`src/hdl/nfa_bic_pkg.sv`:
```
package nfa_bic_pkg;

   localparam int MAX_POINTS  = 4096;
   localparam int QUEUE_DEPTH = 4;

   localparam int ERR_W    = 32;
   localparam int COMB_W   = 27;
   localparam int ALPHA_W  = 23;
   localparam int E0_W     = 20;
   localparam int SS_W     = 5;
   localparam int LOG_W    = 21;
   localparam int LALPHA_W = 24;
   localparam int BASE_W   = 29;
   localparam int NFA_W    = 48;
   localparam int SUM_W    = 49;

   localparam int REQ_TDATA_W = ((ERR_W + 2 * COMB_W + 7) / 8) * 8;
   localparam int CSR_ADDR_W  = 5;
   localparam int CSR_DATA_W  = 32;

   localparam logic signed [LOG_W-1:0] LOG10_2_Q16 = 21'sd19728;

   localparam logic signed [NFA_W-1:0] NFA_MAX = {1'b0, {(NFA_W-1){1'b1}}};
   localparam logic signed [NFA_W-1:0] NFA_MIN = {1'b1, {(NFA_W-1){1'b0}}};

   localparam logic signed [ALPHA_W-1:0] ALPHA_RESET     = -23'sd262144;
   localparam logic                      HALF_RESET      = 1'b1;
   localparam logic [SS_W-1:0]           SS_RESET        = 5'd7;
   localparam logic [E0_W-1:0]           E0_RESET        = 20'd131072;
   localparam logic [ERR_W-1:0]          THRESHOLD_RESET = 32'hFFFF_FFFF;

   typedef enum logic [2:0] {
      REG_ALPHA_LEFT    = 3'd0,
      REG_ALPHA_RIGHT   = 3'd1,
      REG_HALF_WEIGHT   = 3'd2,
      REG_SAMPLE_SIZE   = 3'd3,
      REG_LOG_E0        = 3'd4,
      REG_MAX_THRESHOLD = 3'd5
   } reg_index_type;

   typedef struct packed {
      logic signed [ALPHA_W-1:0] alpha_left;
      logic signed [ALPHA_W-1:0] alpha_right;
      logic                      half_weight;
      logic [SS_W-1:0]           sample_size;
      logic [E0_W-1:0]           log_e0;
      logic [ERR_W-1:0]          max_threshold;
   } cfg_type;

   typedef struct packed {
      logic eval;
      logic last;
      logic side;
   } item_ctl_type;

   localparam int CTL_W = $bits(item_ctl_type);

   // round(65536 * log10(1 + i/16))
   function automatic logic [15:0] log_mant(input logic [3:0] idx);
      logic [15:0] v;
      unique case (idx)
         4'd0:    v = 16'd0;
         4'd1:    v = 16'd1725;
         4'd2:    v = 16'd3352;
         4'd3:    v = 16'd4891;
         4'd4:    v = 16'd6351;
         4'd5:    v = 16'd7740;
         4'd6:    v = 16'd9064;
         4'd7:    v = 16'd10329;
         4'd8:    v = 16'd11540;
         4'd9:    v = 16'd12702;
         4'd10:   v = 16'd13818;
         4'd11:   v = 16'd14893;
         4'd12:   v = 16'd15928;
         4'd13:   v = 16'd16927;
         4'd14:   v = 16'd17891;
         default: v = 16'd18825;
      endcase
      return v;
   endfunction

endpackage

```
`src/hdl/nfa_bic_front.sv`:
```
module nfa_bic_front #(
   parameter int MAX_POINTS = nfa_bic_pkg::MAX_POINTS,
   parameter int POS_W      = $clog2(MAX_POINTS + 1),
   parameter int Q_W        = nfa_bic_pkg::CTL_W + nfa_bic_pkg::LALPHA_W + POS_W
                              + 2 * nfa_bic_pkg::COMB_W
) (
   input  logic                                  clock,
   input  logic                                  reset,
   input  nfa_bic_pkg::cfg_type                  cfg,
   input  logic                                  req_tvalid,
   output logic                                  req_tready,
   input  logic [nfa_bic_pkg::REQ_TDATA_W-1:0]   req_tdata,
   input  logic                                  req_tuser,
   input  logic                                  req_tlast,
   input  logic                                  q_full,
   output logic                                  q_push,
   output logic [Q_W-1:0]                        q_wdata
);

   localparam int ERR_W  = nfa_bic_pkg::ERR_W;
   localparam int COMB_W = nfa_bic_pkg::COMB_W;
   localparam int SS_W   = nfa_bic_pkg::SS_W;
   localparam int LOG_W  = nfa_bic_pkg::LOG_W;
   localparam int LA_W   = nfa_bic_pkg::LALPHA_W;
   localparam int X_W    = ERR_W + 1;

   // set tracking
   logic [POS_W-1:0] position_ff, position_in;
   logic             past_ff, past_in;

   // first front stage
   logic                      f1_valid_ff, f1_valid_in;
   nfa_bic_pkg::item_ctl_type f1_ctl_ff;
   logic [X_W-1:0]            f1_x_ff;
   logic [POS_W-1:0]          f1_mult_ff;
   logic [COMB_W-1:0]         f1_lcn_ff, f1_lck_ff;

   logic                      accept;
   logic [ERR_W-1:0]          err;
   logic                      in_range, past_now, eval;
   logic [POS_W-1:0]          k, mult;
   nfa_bic_pkg::item_ctl_type ctl;

   logic [5:0]                lead;
   logic [X_W+3:0]            norm;
   logic signed [6:0]         expo;
   logic signed [LOG_W-1:0]   lg, lg_w;
   logic signed [LA_W-1:0]    log_alpha;

   assign req_tready = !f1_valid_ff || !q_full;
   assign accept     = req_tvalid && req_tready;
   assign q_push     = f1_valid_ff && !q_full;

   always_comb begin
      err      = req_tdata[ERR_W-1:0];
      in_range = position_ff < POS_W'(MAX_POINTS);
      k        = position_ff + POS_W'(1);
      past_now = past_ff || (err > cfg.max_threshold);
      eval     = in_range && !past_now
                 && ({{SS_W{1'b0}}, k} > {{POS_W{1'b0}}, cfg.sample_size});
      mult     = POS_W'({{SS_W{1'b0}}, k} - {{POS_W{1'b0}}, cfg.sample_size});
      ctl.eval = eval;
      ctl.last = req_tlast;
      ctl.side = req_tuser;

      position_in = position_ff;
      past_in     = past_ff;
      if (accept) begin
         if (req_tlast) begin
            position_in = '0;
            past_in     = 1'b0;
         end else if (in_range) begin
            position_in = k;
            past_in     = past_now;
         end
      end

      f1_valid_in = accept ? 1'b1 : (q_push ? 1'b0 : f1_valid_ff);
   end

   always_ff @(posedge clock) begin
      if (reset) begin
         position_ff <= '0;
         past_ff     <= 1'b0;
         f1_valid_ff <= 1'b0;
      end else begin
         position_ff <= position_in;
         past_ff     <= past_in;
         f1_valid_ff <= f1_valid_in;
      end
   end

   always_ff @(posedge clock) begin
      if (accept) begin
         f1_ctl_ff  <= ctl;
         f1_x_ff    <= {1'b0, err} + X_W'(1);
         f1_mult_ff <= mult;
         f1_lcn_ff  <= req_tdata[ERR_W +: COMB_W];
         f1_lck_ff  <= req_tdata[ERR_W+COMB_W +: COMB_W];
      end
   end

   // log10 by leading one plus 4-bit mantissa lookup
   always_comb begin
      lead = '0;
      for (int i = 0; i < X_W; i++) begin
         if (f1_x_ff[i]) lead = 6'(i);
      end
      norm = {f1_x_ff, 4'b0000} >> lead;
      expo = $signed({1'b0, lead}) - 7'sd16;
      lg   = LOG_W'(expo) * nfa_bic_pkg::LOG10_2_Q16
             + $signed({5'b00000, nfa_bic_pkg::log_mant(norm[3:0])});
      lg_w = cfg.half_weight ? (lg >>> 1) : lg;
      log_alpha = (f1_ctl_ff.side ? LA_W'(cfg.alpha_right) : LA_W'(cfg.alpha_left))
                  + LA_W'(lg_w);
   end

   assign q_wdata = {f1_ctl_ff, log_alpha, f1_mult_ff, f1_lcn_ff, f1_lck_ff};

endmodule

```
`src/hdl/nfa_bic_queue.sv`:
```
module nfa_bic_queue #(
   parameter int WIDTH = 8,
   parameter int DEPTH = nfa_bic_pkg::QUEUE_DEPTH
) (
   input  logic             clock,
   input  logic             reset,
   input  logic             push,
   input  logic [WIDTH-1:0] wdata,
   output logic             full,
   input  logic             pop,
   output logic [WIDTH-1:0] rdata,
   output logic             empty
);

   localparam int PTR_W = (DEPTH > 1) ? $clog2(DEPTH) : 1;
   localparam int CNT_W = $clog2(DEPTH + 1);

   logic [WIDTH-1:0] slot_ff [DEPTH];
   logic [PTR_W-1:0] wr_ptr_ff, wr_ptr_in, rd_ptr_ff, rd_ptr_in;
   logic [CNT_W-1:0] count_ff, count_in;

   assign full  = count_ff == CNT_W'(DEPTH);
   assign empty = count_ff == '0;
   assign rdata = slot_ff[rd_ptr_ff];

   always_comb begin
      wr_ptr_in = wr_ptr_ff;
      rd_ptr_in = rd_ptr_ff;
      count_in  = count_ff;
      if (push) wr_ptr_in = (wr_ptr_ff == PTR_W'(DEPTH - 1)) ? '0 : wr_ptr_ff + PTR_W'(1);
      if (pop)  rd_ptr_in = (rd_ptr_ff == PTR_W'(DEPTH - 1)) ? '0 : rd_ptr_ff + PTR_W'(1);
      if (push && !pop) count_in = count_ff + CNT_W'(1);
      if (pop && !push) count_in = count_ff - CNT_W'(1);
   end

   always_ff @(posedge clock) begin
      if (reset) begin
         wr_ptr_ff <= '0;
         rd_ptr_ff <= '0;
         count_ff  <= '0;
      end else begin
         wr_ptr_ff <= wr_ptr_in;
         rd_ptr_ff <= rd_ptr_in;
         count_ff  <= count_in;
      end
   end

   always_ff @(posedge clock) begin
      if (push) slot_ff[wr_ptr_ff] <= wdata;
   end

endmodule

```
`src/hdl/nfa_bic_back.sv`:
```
module nfa_bic_back #(
   parameter int MAX_POINTS = nfa_bic_pkg::MAX_POINTS,
   parameter int POS_W      = $clog2(MAX_POINTS + 1),
   parameter int Q_W        = nfa_bic_pkg::CTL_W + nfa_bic_pkg::LALPHA_W + POS_W
                              + 2 * nfa_bic_pkg::COMB_W,
   parameter int RSP_W      = ((nfa_bic_pkg::NFA_W + POS_W + 2 + 7) / 8) * 8
) (
   input  logic                 clock,
   input  logic                 reset,
   input  nfa_bic_pkg::cfg_type cfg,
   input  logic                 q_empty,
   output logic                 q_pop,
   input  logic [Q_W-1:0]       q_rdata,
   output logic                 rsp_tvalid,
   input  logic                 rsp_tready,
   output logic [RSP_W-1:0]     rsp_tdata
);

   localparam int COMB_W = nfa_bic_pkg::COMB_W;
   localparam int LA_W   = nfa_bic_pkg::LALPHA_W;
   localparam int BASE_W = nfa_bic_pkg::BASE_W;
   localparam int NFA_W  = nfa_bic_pkg::NFA_W;
   localparam int SUM_W  = nfa_bic_pkg::SUM_W;
   localparam int PROD_W = LA_W + POS_W + 1;

   nfa_bic_pkg::item_ctl_type q_ctl;
   logic signed [LA_W-1:0]    q_log_alpha;
   logic [POS_W-1:0]          q_mult;
   logic [COMB_W-1:0]         q_lcn, q_lck;

   logic                      b1_valid_ff, b1_valid_in;
   nfa_bic_pkg::item_ctl_type b1_ctl_ff;
   logic signed [PROD_W-1:0]  b1_prod_ff;
   logic [BASE_W-1:0]         b1_base_ff;

   logic                      b2_valid_ff, b2_valid_in;
   nfa_bic_pkg::item_ctl_type b2_ctl_ff;
   logic signed [NFA_W-1:0]   b2_nfa_ff;

   logic                      have_ff, have_in;
   logic signed [NFA_W-1:0]   min_nfa_ff, min_nfa_in;
   logic [POS_W-1:0]          min_pos_ff, min_pos_in;
   logic                      min_side_ff, min_side_in;
   // position of each item, tracked alongside to name the minimum
   logic [POS_W-1:0]          b_pos_ff, b_pos_in;

   logic                      rsp_valid_ff, rsp_valid_in;
   logic [RSP_W-1:0]          rsp_data_ff, rsp_data_in;

   logic                      stall, consume;
   logic signed [SUM_W-1:0]   sum;
   logic signed [NFA_W-1:0]   nfa_sat;
   logic                      better, nh;
   logic signed [NFA_W-1:0]   nmin;
   logic [POS_W-1:0]          npos, kpos;
   logic                      nside;

   assign {q_ctl, q_log_alpha, q_mult, q_lcn, q_lck} = q_rdata;

   // only a finished set waiting on a full output holds the pipeline
   assign stall   = b2_valid_ff && b2_ctl_ff.last && rsp_valid_ff && !rsp_tready;
   assign q_pop   = !q_empty && !stall;
   assign consume = b2_valid_ff && !stall;

   assign rsp_tvalid = rsp_valid_ff;
   assign rsp_tdata  = rsp_data_ff;

   always_comb begin
      sum = SUM_W'(b1_prod_ff) + $signed({{(SUM_W-BASE_W){1'b0}}, b1_base_ff});
      if (sum[SUM_W-1] != sum[SUM_W-2]) begin
         nfa_sat = sum[SUM_W-1] ? nfa_bic_pkg::NFA_MIN : nfa_bic_pkg::NFA_MAX;
      end else begin
         nfa_sat = sum[NFA_W-1:0];
      end

      b1_valid_in = stall ? b1_valid_ff : q_pop;
      b2_valid_in = stall ? b2_valid_ff : b1_valid_ff;
   end

   // min tracking and result build
   always_comb begin
      kpos   = (b_pos_ff < POS_W'(MAX_POINTS)) ? b_pos_ff + POS_W'(1) : b_pos_ff;
      better = b2_ctl_ff.eval && (!have_ff || (b2_nfa_ff < min_nfa_ff));
      nh     = have_ff || b2_ctl_ff.eval;
      nmin   = better ? b2_nfa_ff : min_nfa_ff;
      npos   = better ? kpos : min_pos_ff;
      nside  = better ? b2_ctl_ff.side : min_side_ff;

      have_in     = have_ff;
      min_nfa_in  = min_nfa_ff;
      min_pos_in  = min_pos_ff;
      min_side_in = min_side_ff;
      b_pos_in    = b_pos_ff;
      rsp_data_in = rsp_data_ff;
      rsp_valid_in = rsp_valid_ff && !rsp_tready;

      if (consume) begin
         if (b2_ctl_ff.last) begin
            have_in      = 1'b0;
            min_nfa_in   = '0;
            min_pos_in   = '0;
            min_side_in  = 1'b0;
            b_pos_in     = '0;
            rsp_valid_in = 1'b1;
            rsp_data_in  = '0;
            rsp_data_in[0] = nh;
            rsp_data_in[NFA_W:1] = nh ? nmin : '0;
            rsp_data_in[NFA_W+1 +: POS_W] = nh ? npos : POS_W'(cfg.sample_size);
            rsp_data_in[NFA_W+1+POS_W] = nh ? nside : 1'b0;
         end else begin
            have_in     = nh;
            min_nfa_in  = nmin;
            min_pos_in  = npos;
            min_side_in = nside;
            b_pos_in    = kpos;
         end
      end
   end

   always_ff @(posedge clock) begin
      if (reset) begin
         b1_valid_ff  <= 1'b0;
         b2_valid_ff  <= 1'b0;
         have_ff      <= 1'b0;
         min_nfa_ff   <= '0;
         min_pos_ff   <= '0;
         min_side_ff  <= 1'b0;
         b_pos_ff     <= '0;
         rsp_valid_ff <= 1'b0;
      end else begin
         b1_valid_ff  <= b1_valid_in;
         b2_valid_ff  <= b2_valid_in;
         have_ff      <= have_in;
         min_nfa_ff   <= min_nfa_in;
         min_pos_ff   <= min_pos_in;
         min_side_ff  <= min_side_in;
         b_pos_ff     <= b_pos_in;
         rsp_valid_ff <= rsp_valid_in;
      end
   end

   always_ff @(posedge clock) begin
      rsp_data_ff <= rsp_data_in;
      if (!stall) begin
         b1_ctl_ff  <= q_ctl;
         b1_prod_ff <= q_log_alpha * $signed({1'b0, q_mult});
         b1_base_ff <= BASE_W'(q_lcn) + BASE_W'(q_lck) + BASE_W'(cfg.log_e0);
         b2_ctl_ff  <= b1_ctl_ff;
         b2_nfa_ff  <= nfa_sat;
      end
   end

endmodule

```
`src/hdl/nfa_best_inlier_count_core.sv`:
```
// A result is registered on rsp_tvalid after the transaction carrying tlast has passed the
// front stage, the queue and the two back stages. Throughput: one input transaction per
// cycle while the queue is not full, set by the 24 x 14 multiply stage in the back end;
// a 4-entry queue lets the front keep taking items while a result waits on rsp_tready.
// Reset clears the set tracking, the pipeline and the queue, and loads the register
// defaults; the user writes registers only between sets; the block does not enforce it.
module nfa_best_inlier_count_core #(
   parameter int MAX_POINTS = nfa_bic_pkg::MAX_POINTS,
   parameter int POS_W      = $clog2(MAX_POINTS + 1),
   parameter int RSP_W      = ((nfa_bic_pkg::NFA_W + POS_W + 2 + 7) / 8) * 8
) (
   input  logic                                 clock,
   input  logic                                 reset,
   input  logic                                 csr_psel,
   input  logic                                 csr_penable,
   input  logic                                 csr_pwrite,
   input  logic [nfa_bic_pkg::CSR_ADDR_W-1:0]   csr_paddr,
   input  logic [nfa_bic_pkg::CSR_DATA_W-1:0]   csr_pwdata,
   output logic [nfa_bic_pkg::CSR_DATA_W-1:0]   csr_prdata,
   output logic                                 csr_pready,
   input  logic                                 req_tvalid,
   output logic                                 req_tready,
   // error_sq[31:0], log_comb_n[58:32], log_comb_k[85:59], zero pad
   input  logic [nfa_bic_pkg::REQ_TDATA_W-1:0]  req_tdata,
   // side
   input  logic                                 req_tuser,
   input  logic                                 req_tlast,
   output logic                                 rsp_tvalid,
   input  logic                                 rsp_tready,
   // found[0], best_nfa[48:1], inlier_count[48+POS_W:49], best_side, zero pad
   output logic [RSP_W-1:0]                     rsp_tdata
);

   localparam int Q_W = nfa_bic_pkg::CTL_W + nfa_bic_pkg::LALPHA_W + POS_W
                        + 2 * nfa_bic_pkg::COMB_W;
   localparam int DW  = nfa_bic_pkg::CSR_DATA_W;

   nfa_bic_pkg::cfg_type cfg_ff, cfg_in;
   logic                 csr_write;
   logic                 q_push, q_full, q_pop, q_empty;
   logic [Q_W-1:0]       q_wdata, q_rdata;

   assign csr_pready = 1'b1;
   assign csr_write  = csr_psel && csr_penable && csr_pwrite;

   always_comb begin
      cfg_in = cfg_ff;
      if (csr_write) begin
         unique case (nfa_bic_pkg::reg_index_type'(csr_paddr[4:2]))
            nfa_bic_pkg::REG_ALPHA_LEFT:
               cfg_in.alpha_left = csr_pwdata[nfa_bic_pkg::ALPHA_W-1:0];
            nfa_bic_pkg::REG_ALPHA_RIGHT:
               cfg_in.alpha_right = csr_pwdata[nfa_bic_pkg::ALPHA_W-1:0];
            nfa_bic_pkg::REG_HALF_WEIGHT:
               cfg_in.half_weight = csr_pwdata[0];
            nfa_bic_pkg::REG_SAMPLE_SIZE:
               cfg_in.sample_size = csr_pwdata[nfa_bic_pkg::SS_W-1:0];
            nfa_bic_pkg::REG_LOG_E0:
               cfg_in.log_e0 = csr_pwdata[nfa_bic_pkg::E0_W-1:0];
            nfa_bic_pkg::REG_MAX_THRESHOLD:
               cfg_in.max_threshold = csr_pwdata[nfa_bic_pkg::ERR_W-1:0];
            default: ;
         endcase
      end
   end

   always_comb begin
      unique case (nfa_bic_pkg::reg_index_type'(csr_paddr[4:2]))
         nfa_bic_pkg::REG_ALPHA_LEFT:    csr_prdata = DW'(unsigned'(cfg_ff.alpha_left));
         nfa_bic_pkg::REG_ALPHA_RIGHT:   csr_prdata = DW'(unsigned'(cfg_ff.alpha_right));
         nfa_bic_pkg::REG_HALF_WEIGHT:   csr_prdata = DW'(cfg_ff.half_weight);
         nfa_bic_pkg::REG_SAMPLE_SIZE:   csr_prdata = DW'(cfg_ff.sample_size);
         nfa_bic_pkg::REG_LOG_E0:        csr_prdata = DW'(cfg_ff.log_e0);
         nfa_bic_pkg::REG_MAX_THRESHOLD: csr_prdata = DW'(cfg_ff.max_threshold);
         default:                        csr_prdata = '0;
      endcase
   end

   always_ff @(posedge clock) begin
      if (reset) begin
         cfg_ff.alpha_left    <= nfa_bic_pkg::ALPHA_RESET;
         cfg_ff.alpha_right   <= nfa_bic_pkg::ALPHA_RESET;
         cfg_ff.half_weight   <= nfa_bic_pkg::HALF_RESET;
         cfg_ff.sample_size   <= nfa_bic_pkg::SS_RESET;
         cfg_ff.log_e0        <= nfa_bic_pkg::E0_RESET;
         cfg_ff.max_threshold <= nfa_bic_pkg::THRESHOLD_RESET;
      end else begin
         cfg_ff <= cfg_in;
      end
   end

   nfa_bic_front #(
      .MAX_POINTS (MAX_POINTS),
      .POS_W      (POS_W),
      .Q_W        (Q_W)
   ) u_front (
      .clock      (clock),
      .reset      (reset),
      .cfg        (cfg_ff),
      .req_tvalid (req_tvalid),
      .req_tready (req_tready),
      .req_tdata  (req_tdata),
      .req_tuser  (req_tuser),
      .req_tlast  (req_tlast),
      .q_full     (q_full),
      .q_push     (q_push),
      .q_wdata    (q_wdata)
   );

   nfa_bic_queue #(
      .WIDTH (Q_W),
      .DEPTH (nfa_bic_pkg::QUEUE_DEPTH)
   ) u_queue (
      .clock (clock),
      .reset (reset),
      .push  (q_push),
      .wdata (q_wdata),
      .full  (q_full),
      .pop   (q_pop),
      .rdata (q_rdata),
      .empty (q_empty)
   );

   nfa_bic_back #(
      .MAX_POINTS (MAX_POINTS),
      .POS_W      (POS_W),
      .Q_W        (Q_W),
      .RSP_W      (RSP_W)
   ) u_back (
      .clock      (clock),
      .reset      (reset),
      .cfg        (cfg_ff),
      .q_empty    (q_empty),
      .q_pop      (q_pop),
      .q_rdata    (q_rdata),
      .rsp_tvalid (rsp_tvalid),
      .rsp_tready (rsp_tready),
      .rsp_tdata  (rsp_tdata)
   );

endmodule

```
`config.mk`:
```
export PLATFORM = sky130hd
export DESIGN_NAME = nfa_best_inlier_count_core
export DESIGN_NICKNAME = d
export VERILOG_FILES = /design/src/hdl/nfa_bic_pkg.sv /design/src/hdl/nfa_bic_front.sv /design/src/hdl/nfa_bic_queue.sv /design/src/hdl/nfa_bic_back.sv /design/src/hdl/nfa_best_inlier_count_core.sv
export SDC_FILE = /design/constraint.sdc
export NUM_CORES = 2
export LEC_CHECK = 0
export BUFFER_PORTS_ARGS = -buffer_cell sky130_fd_sc_hd__buf_2
export CAP_MARGIN = 20
export CORE_AREA = 5 5 385 387
export CTS_CLUSTER_SIZE = 25
export DETAILED_ROUTE_END_ITERATION = 8
export DIE_AREA = 0 0 390 392
export SLEW_MARGIN = 20
export SYNTH_ARGS = -nofsm -noshare
export SYNTH_HDL_FRONTEND = slang
export SYNTH_SLANG_ARGS = --single-unit
```
`constraint.sdc`:
```
create_clock -name clock -period 20.8 [get_ports clock]
set_input_delay 1.04 -clock clock [delete_from_list [all_inputs] [get_ports clock]]
set_output_delay 1.04 -clock clock [all_outputs]
set_load 0.01 [all_outputs]
```
; ---- Word level (Yosys, flattened, before mapping)
; Memory sizes are Yosys's and may differ from the RTL's. A register that Yosys moved wholly into a read port is not among the register bits.
; Index checks and enable logic that the tools add are counted.
[classes]
add_sub_neg = 14
mul = 2
magnitude_cmp = 5
n_eq_ne = 9
shifts = 1
n_mux = 63
n_reduce_logical = 41
[op_table]
columns = cell, n
row1 = 48-bit two-way mux, 4
row2 = 32-bit case mux with 6 select lines, 1
row3 = 5-bit two-way mux, 17
row4 = 13-bit two-way mux, 6
row5 = 48-bit < comparator, 1
row6 = 38-bit by 30-bit adder with 39-bit output, 1
row7 = 24-bit by 14-bit multiplier with 38-bit output, 1
row8 = 37-bit by 6-bit >> shifter with 4-bit output, 1
row9 = 32-bit by 1-bit adder with 33-bit output (second input constant), 1
row10 = 32-bit > comparator, 1
row11 = 4-bit two-way mux, 8
row12 = 29-bit by 20-bit adder with 29-bit output, 1
row13 = 27-bit by 27-bit adder with 28-bit output, 1
row14 = 13-bit by 1-bit adder with 13-bit output (second input constant), 2
row15 = 13-bit < comparator (second input constant), 2
row16 = 24-bit by 21-bit adder with 24-bit output, 1
row17 = 24-bit two-way mux, 1
row18 = 21-bit by 17-bit adder with 21-bit output, 1
row19 = 20-bit two-way mux, 1
row20 = 3-bit two-way mux, 6
row21 = 7-bit by 12-bit multiplier with 17-bit output (second input constant), 1
row22 = 2-bit AND reduction, 8
row23 = 1-bit logical AND, 15
row24 = 13-bit by 5-bit > comparator with 1-bit output, 1
row25 = other kinds (17), 52
[totals]
reg_bits = 492
ram_bits = 376
mem_bits_ro = 240
in_bits = 134
output_inout_bits = 99
word_cells = 175
mem_count = 2
[memory_table]
columns = memory, depth, width, read_ports, rd_ports_with_merged_regs, write_ports, line_no
row1 = u_queue.slot_ff, 4, 94, 1, 1, 1, nfa_bic_queue.sv:18  ; logic [WIDTH-1:0] slot_ff [DEPTH];
row2 = (name not given), 16, 15, 1, 0, 0, nfa_bic_pkg.sv:61  ; unique case (idx)

; ---- Longest topological paths before layout
[logic_depth]
ltp_word = 37
ltp_mapped = 40
depth_no_buf = 37

; ---- Cells and area by module
; A second synthesis with hierarchy kept.
[hier_totals]
hier_cells = 4609
area_unflattened_um2 = 53999.3
[modules_own_cells]
columns = module, instances, cells_each, area_each_um2, seq_area_each_um2
row1 = nfa_bic_back, 1, 2437, 24524.8, 6836.6
row2 = nfa_bic_queue, 1, 539, 14076.0, 11471.0
row3 = nfa_bic_front, 1, 1116, 10391.2, 3393.3
row4 = nfa_best_inlier_count_core, 1, 517, 5007.3, 2082.0

; ---- Least setup slack after synthesis
; No wires, ideal clock.
[synth_timing]
kind = register -> register
startpoint = register with a tool-made name
endpoint = register u_back.b1_prod_ff[36] (data pin)
setup_ps = 258
arrival_time_ps = 8375
required_ps = 20542
path_slack_ps = 12167
path_stages_with_launch = 30
n_path_buf = 4
synth_period_minus_slack_ps = 8633
path_cell_list = dfxtp_1 -> clkbuf_1 -> clkbuf_1 -> clkbuf_1 -> buf_1 -> mux2i_1 -> nand2_1 -> o21a_1 -> nand2_1 -> fa_1 -> inv_1 -> fa_1 -> fa_1 -> inv_1 -> fa_1 -> inv_1 -> fa_1 -> fa_1 -> ha_1 -> or4_1 -> or3_1 -> a31o_2 -> o221a_2 -> a21oi_1 -> o31ai_1 -> a211o_1 -> a21oi_1 -> o21bai_1 -> a21oi_1 -> xnor2_1
[synth_lines]
columns = element, line_no
row1 = "end signal, assigned", nfa_bic_back.sv:146  ; b1_prod_ff <= q_log_alpha * $signed({1'b0, q_mult});
row2 = "end, declared", nfa_bic_back.sv:33  ; logic signed [PROD_W-1:0] b1_prod_ff;

; ---- Final worst setup path
[layout_timing]
startpoint = register u_front.f1_x_ff[23]
endpoint = memory u_queue.slot_ff[0][89] (netlist bit) (data pin)
[layout_between]
elab_chain_len = 15
word_cells_on_any_way = 17
classes_between = 3 x add/sub / 1 x mul / 1 x shift / 11 x mux / 1 x memory
[layout_lines]
columns = element, line_no
row1 = "start, declared", nfa_bic_front.sv:34  ; logic [X_W-1:0] f1_x_ff;
row2 = "start signal, assigned", nfa_bic_front.sv:96  ; f1_x_ff <= {1'b0, err} + X_W'(1);
row3 = 5-bit two-way mux (9 in series), nfa_bic_front.sv:107  ; if (f1_x_ff[i]) lead = 6'(i);
row4 = 6-bit two-way mux, nfa_bic_front.sv:107
row5 = 6-bit by 5-bit subtractor with 7-bit output / 37-bit by 6-bit >> shifter with 4-bit output (equally long branches), "nfa_bic_front.sv:110, nfa_bic_front.sv:109"
row6 = 7-bit by 12-bit multiplier with 17-bit output / memory read 16 x 15 bit (equally long branches), n/a
row7 = 21-bit by 17-bit adder with 21-bit output (*), nfa_bic_front.sv:112  ; + $signed({5'b00000, nfa_bic_pkg::log_mant(norm[3:0])});
row8 = 20-bit two-way mux, nfa_bic_front.sv:113  ; lg_w = cfg.half_weight ? (lg >>> 1) : lg;
row9 = 24-bit by 21-bit adder with 24-bit output (*), nfa_bic_front.sv:115  ; + LA_W'(lg_w);
row10 = net q_wdata[89], nfa_best_inlier_count_core.sv:41  ; logic [Q_W-1:0] q_wdata, q_rdata;
row11 = "end, declared", nfa_bic_queue.sv:18
; Mark *: on every way through the listed nets, which the timed path passes. The rest lies on a longest branch.

==> metrics <==
Crit Reg-Reg Startpoint u_front.f1_x_ff[23]; Register Area roughly 24,000 um2; Crit Path Max Fanout 13; worst hold stages 0; Die W around 390 um; final weighted congestion of routability-driven global placement between 0.8 and 0.9; vias in the first global route around 36,000; CP dominant cell by count a21oi_1; Avg WL per Cell 19.1 um; crit path DAT roughly 10 ns; synthesis-stage register bit count 861; outcome finished, final reports clean; Worst path slowest cell nor4_1; layout cells sized above 1 about an eighth; R2R Setup Slk between 10 and 15 ns; fillers 13,700; final cycle utilization of the critical path roughly 47%; Required @ worst endpoint 21.20 ns; mux cell area share after synthesis around 6.4%; layout overhead on the synthesized area 12.0%; grt peak-use layer met2; largest net degree at the start of global routing slightly below 100; Die ar. 153,000 um2; # IOs roughly 230; clk buf depth 3; largest area contributor in the netlist edfxtp_1; CTS Root Cell clkbuf_16; Die H ~390 um; CP startpoint kind flop; initial antenna violation count 12; Worst Tran Pin Value 1.06 ns; largest family of logic cells by synthesized area adder cells; Ys Warns 0; met2 Resource Use GR a little over a quarter; PostCTS Resize Cnt 0; min cycle time layout slightly below 10 ns; Post-Synth Adder-Cell Area around 19%; multi-input logic area roughly 27,000 um2; row count 140; Final setup viols 0; clk_lat worst skew between 0.7 and 0.8 ns; final WL 131,000 um; Netlist cell types 93; post-synthesis sequential area ratio 44.8%; DRT iter0 DRCs ~2,400; Hold Vio Cnt, Final 0; Total GRT Usage between 10% and 20%; Vias/cell around 5.2; synthesized area per cell about 11 um2; H-tree levels 3; Setup Crit Path Kind flop to flop; fmax just over 0.1 GHz; R2R Path End u_queue.slot_ff[0][89]; M3 GR Usage 3.92%; Hold/Removal Path Class flop to flop; Synth Area in Simple Gates approximately a tenth; top cells by area, synth edfxtp_1 37%, fa_1 11%, ha_1 7.8%; Reg clk slew, reported paths roughly 0.06 ns; ys async rst share 0%; most frequent cell after synthesis edfxtp_1; worst-case clock skew between 0.05 and 0.06 ns; first-pass GRT wire length 205,000 um; Post-synth EDFFs roughly 650; Worst Hold Path EP u_back.b2_ctl_ff[1]; number of CTS-inserted buffers 88; Initial DRT Pass Iterations 5; setup_tns 0 ns; Post-synth top cells 654 x edfxtp_1, 454 x inv_1, 438 x nand2_1, 419 x nor2_1, 332 x ha_1; Hold Crit Start u_back.b1_ctl_ff[1]; post-CTS setup buffer count 0; Top delay family on crit path compound AO/OA/AOI/OAI gates; clk sinks between 800 and 900; RSZ-0062 raised after global routing no; max-cap violation count 0; DRC Markers 0; via count 35,400; Synth Area in XOR/XNOR ~3.8%; Core Area around 140,000 um2; Cells after Synth between 4,000 and 5,000; final net count 5,640; WP buf/inv 3; DPL Wire Length slightly below 100,000 um; antenna-violating nets left 0; CTS tree yes; Port Buffers 226; GR Util met1 24.0%; GRT overflow 0; Starting Density 36.7%; Final Max Tran Viols 0; Synth Area in Compound Gates 10.7%; worst reg2reg path depth 35; ys flop type edfxtp_1; normalized max-slew margin 29.1%; top-area cell type share of the netlist area a little under two fifths; CP peak stage delay 0.66 ns; crit end category flop; Cell Area, Synth 53,100 um2; Hold Buf Count CTS 0
[state kept, by name, summed over array words and instances, names as in the netlist, 29 cells and up, named ones only]
register,flops
u_back.min_nfa_ff,48
u_queue.slot_ff,376
u_back.b1_prod_ff,38
cfg_ff,104
u_front.f1_x_ff,33
u_back.rsp_tdata,63
u_back.b1_base_ff,29
u_back.b2_nfa_ff,39
[layer usage]
layer / routed length, um / up-vias
met4: 3420 / 6
met2: 57600 / 942
met3: 9420 / 189
met5: 46 / -
li1: - / 16900
met1: 60400 / 17400
[through the flow]
stage	std cells	cell area (um2)	util (%)	worst slack [ns]	hold slack (ns)
after floorplan	4686	53100	-	12.17	0.400
after global placement	6696	56400	39.0	11.19	0.404
after global routing	6866	59500	41.2	10.34	0.400
after CTS	6861	59400	41.1	11.16	0.391
final	6868	59500	41.2	11.02	0.390
after detailed placement	6696	56400	39.0	11.23	0.407
[cell usage in the layout (no fill, tap or decap), types with 41 or more instances in the layout]
master	n
a21oi_1	252
mux2i_1	118
buf_2	225
dfxtp_1	205
mux4_2	66
xor2_1	71
clkbuf_16	89
nor3_1	47
nand3_1	55
edfxtp_1	654
nor2b_1	54
fa_1	303
nand2b_1	41
o21ai_0	107
mux2_2	64
a22o_1	79
inv_1	454
xnor2_1	158
a21o_1	80
ha_1	332
nor2_1	414
o21a_1	58
nand2_1	438
[cell families after synthesis]
group / after synthesis
and+or+nand+nor: 1238
DFF: 861
AOI/OAI and AO/OA: 838
adders and majority gates: 635
buffers and inverters: 633
muxes: 249
xor gates and xnor gates: 229
other: 2
[worst max path at each step]
stage / start / to / slack (ns) / cells after the start
global route: u_front.f1_x_ff[23] / u_queue.slot_ff[0][89] / 10.34 / 35
finish: u_front.f1_x_ff[23] / u_queue.slot_ff[0][89] / 11.02 / 35
detailed placement: u_front.f1_x_ff[23] / u_queue.slot_ff[0][89] / 11.23 / 35
global placement: u_front.f1_x_ff[23] / u_queue.slot_ff[0][89] / 11.19 / 35
CTS: u_front.f1_x_ff[23] / u_queue.slot_ff[0][89] / 11.16 / 35
floorplan: flop / u_back.b1_prod_ff[36] / 12.17 / 29
[cell type report]
class / count / share of cell area, %
Clock buffer: 108 / 3.97
Antenna cell: 5 / 0.0210
Clock inverter: 57 / 1.22
Multi-Input combinational cell: 3192 / 45.4
Sequential cell: 861 / 40.0
Tap cell: 1917 / 4.03
Inverter: 461 / 2.91
Timing Repair Buffer: 267 / 2.45
[worst reg2reg max path, delay by kind of cell (launching register included)]
family                     cells  cell delay [ns]
AOI/OAI and AO/OA             22             4.87
xor gates and xnor gates       2             0.54
adders and majority gates      3             0.92
buffers and inverters          3             0.63
DFF                            1             0.55
and+or+nand+nor                5             1.96
Power is not shown: default switching activity piles up to over one toggle a cycle in this logic, so the estimate is an artifact.
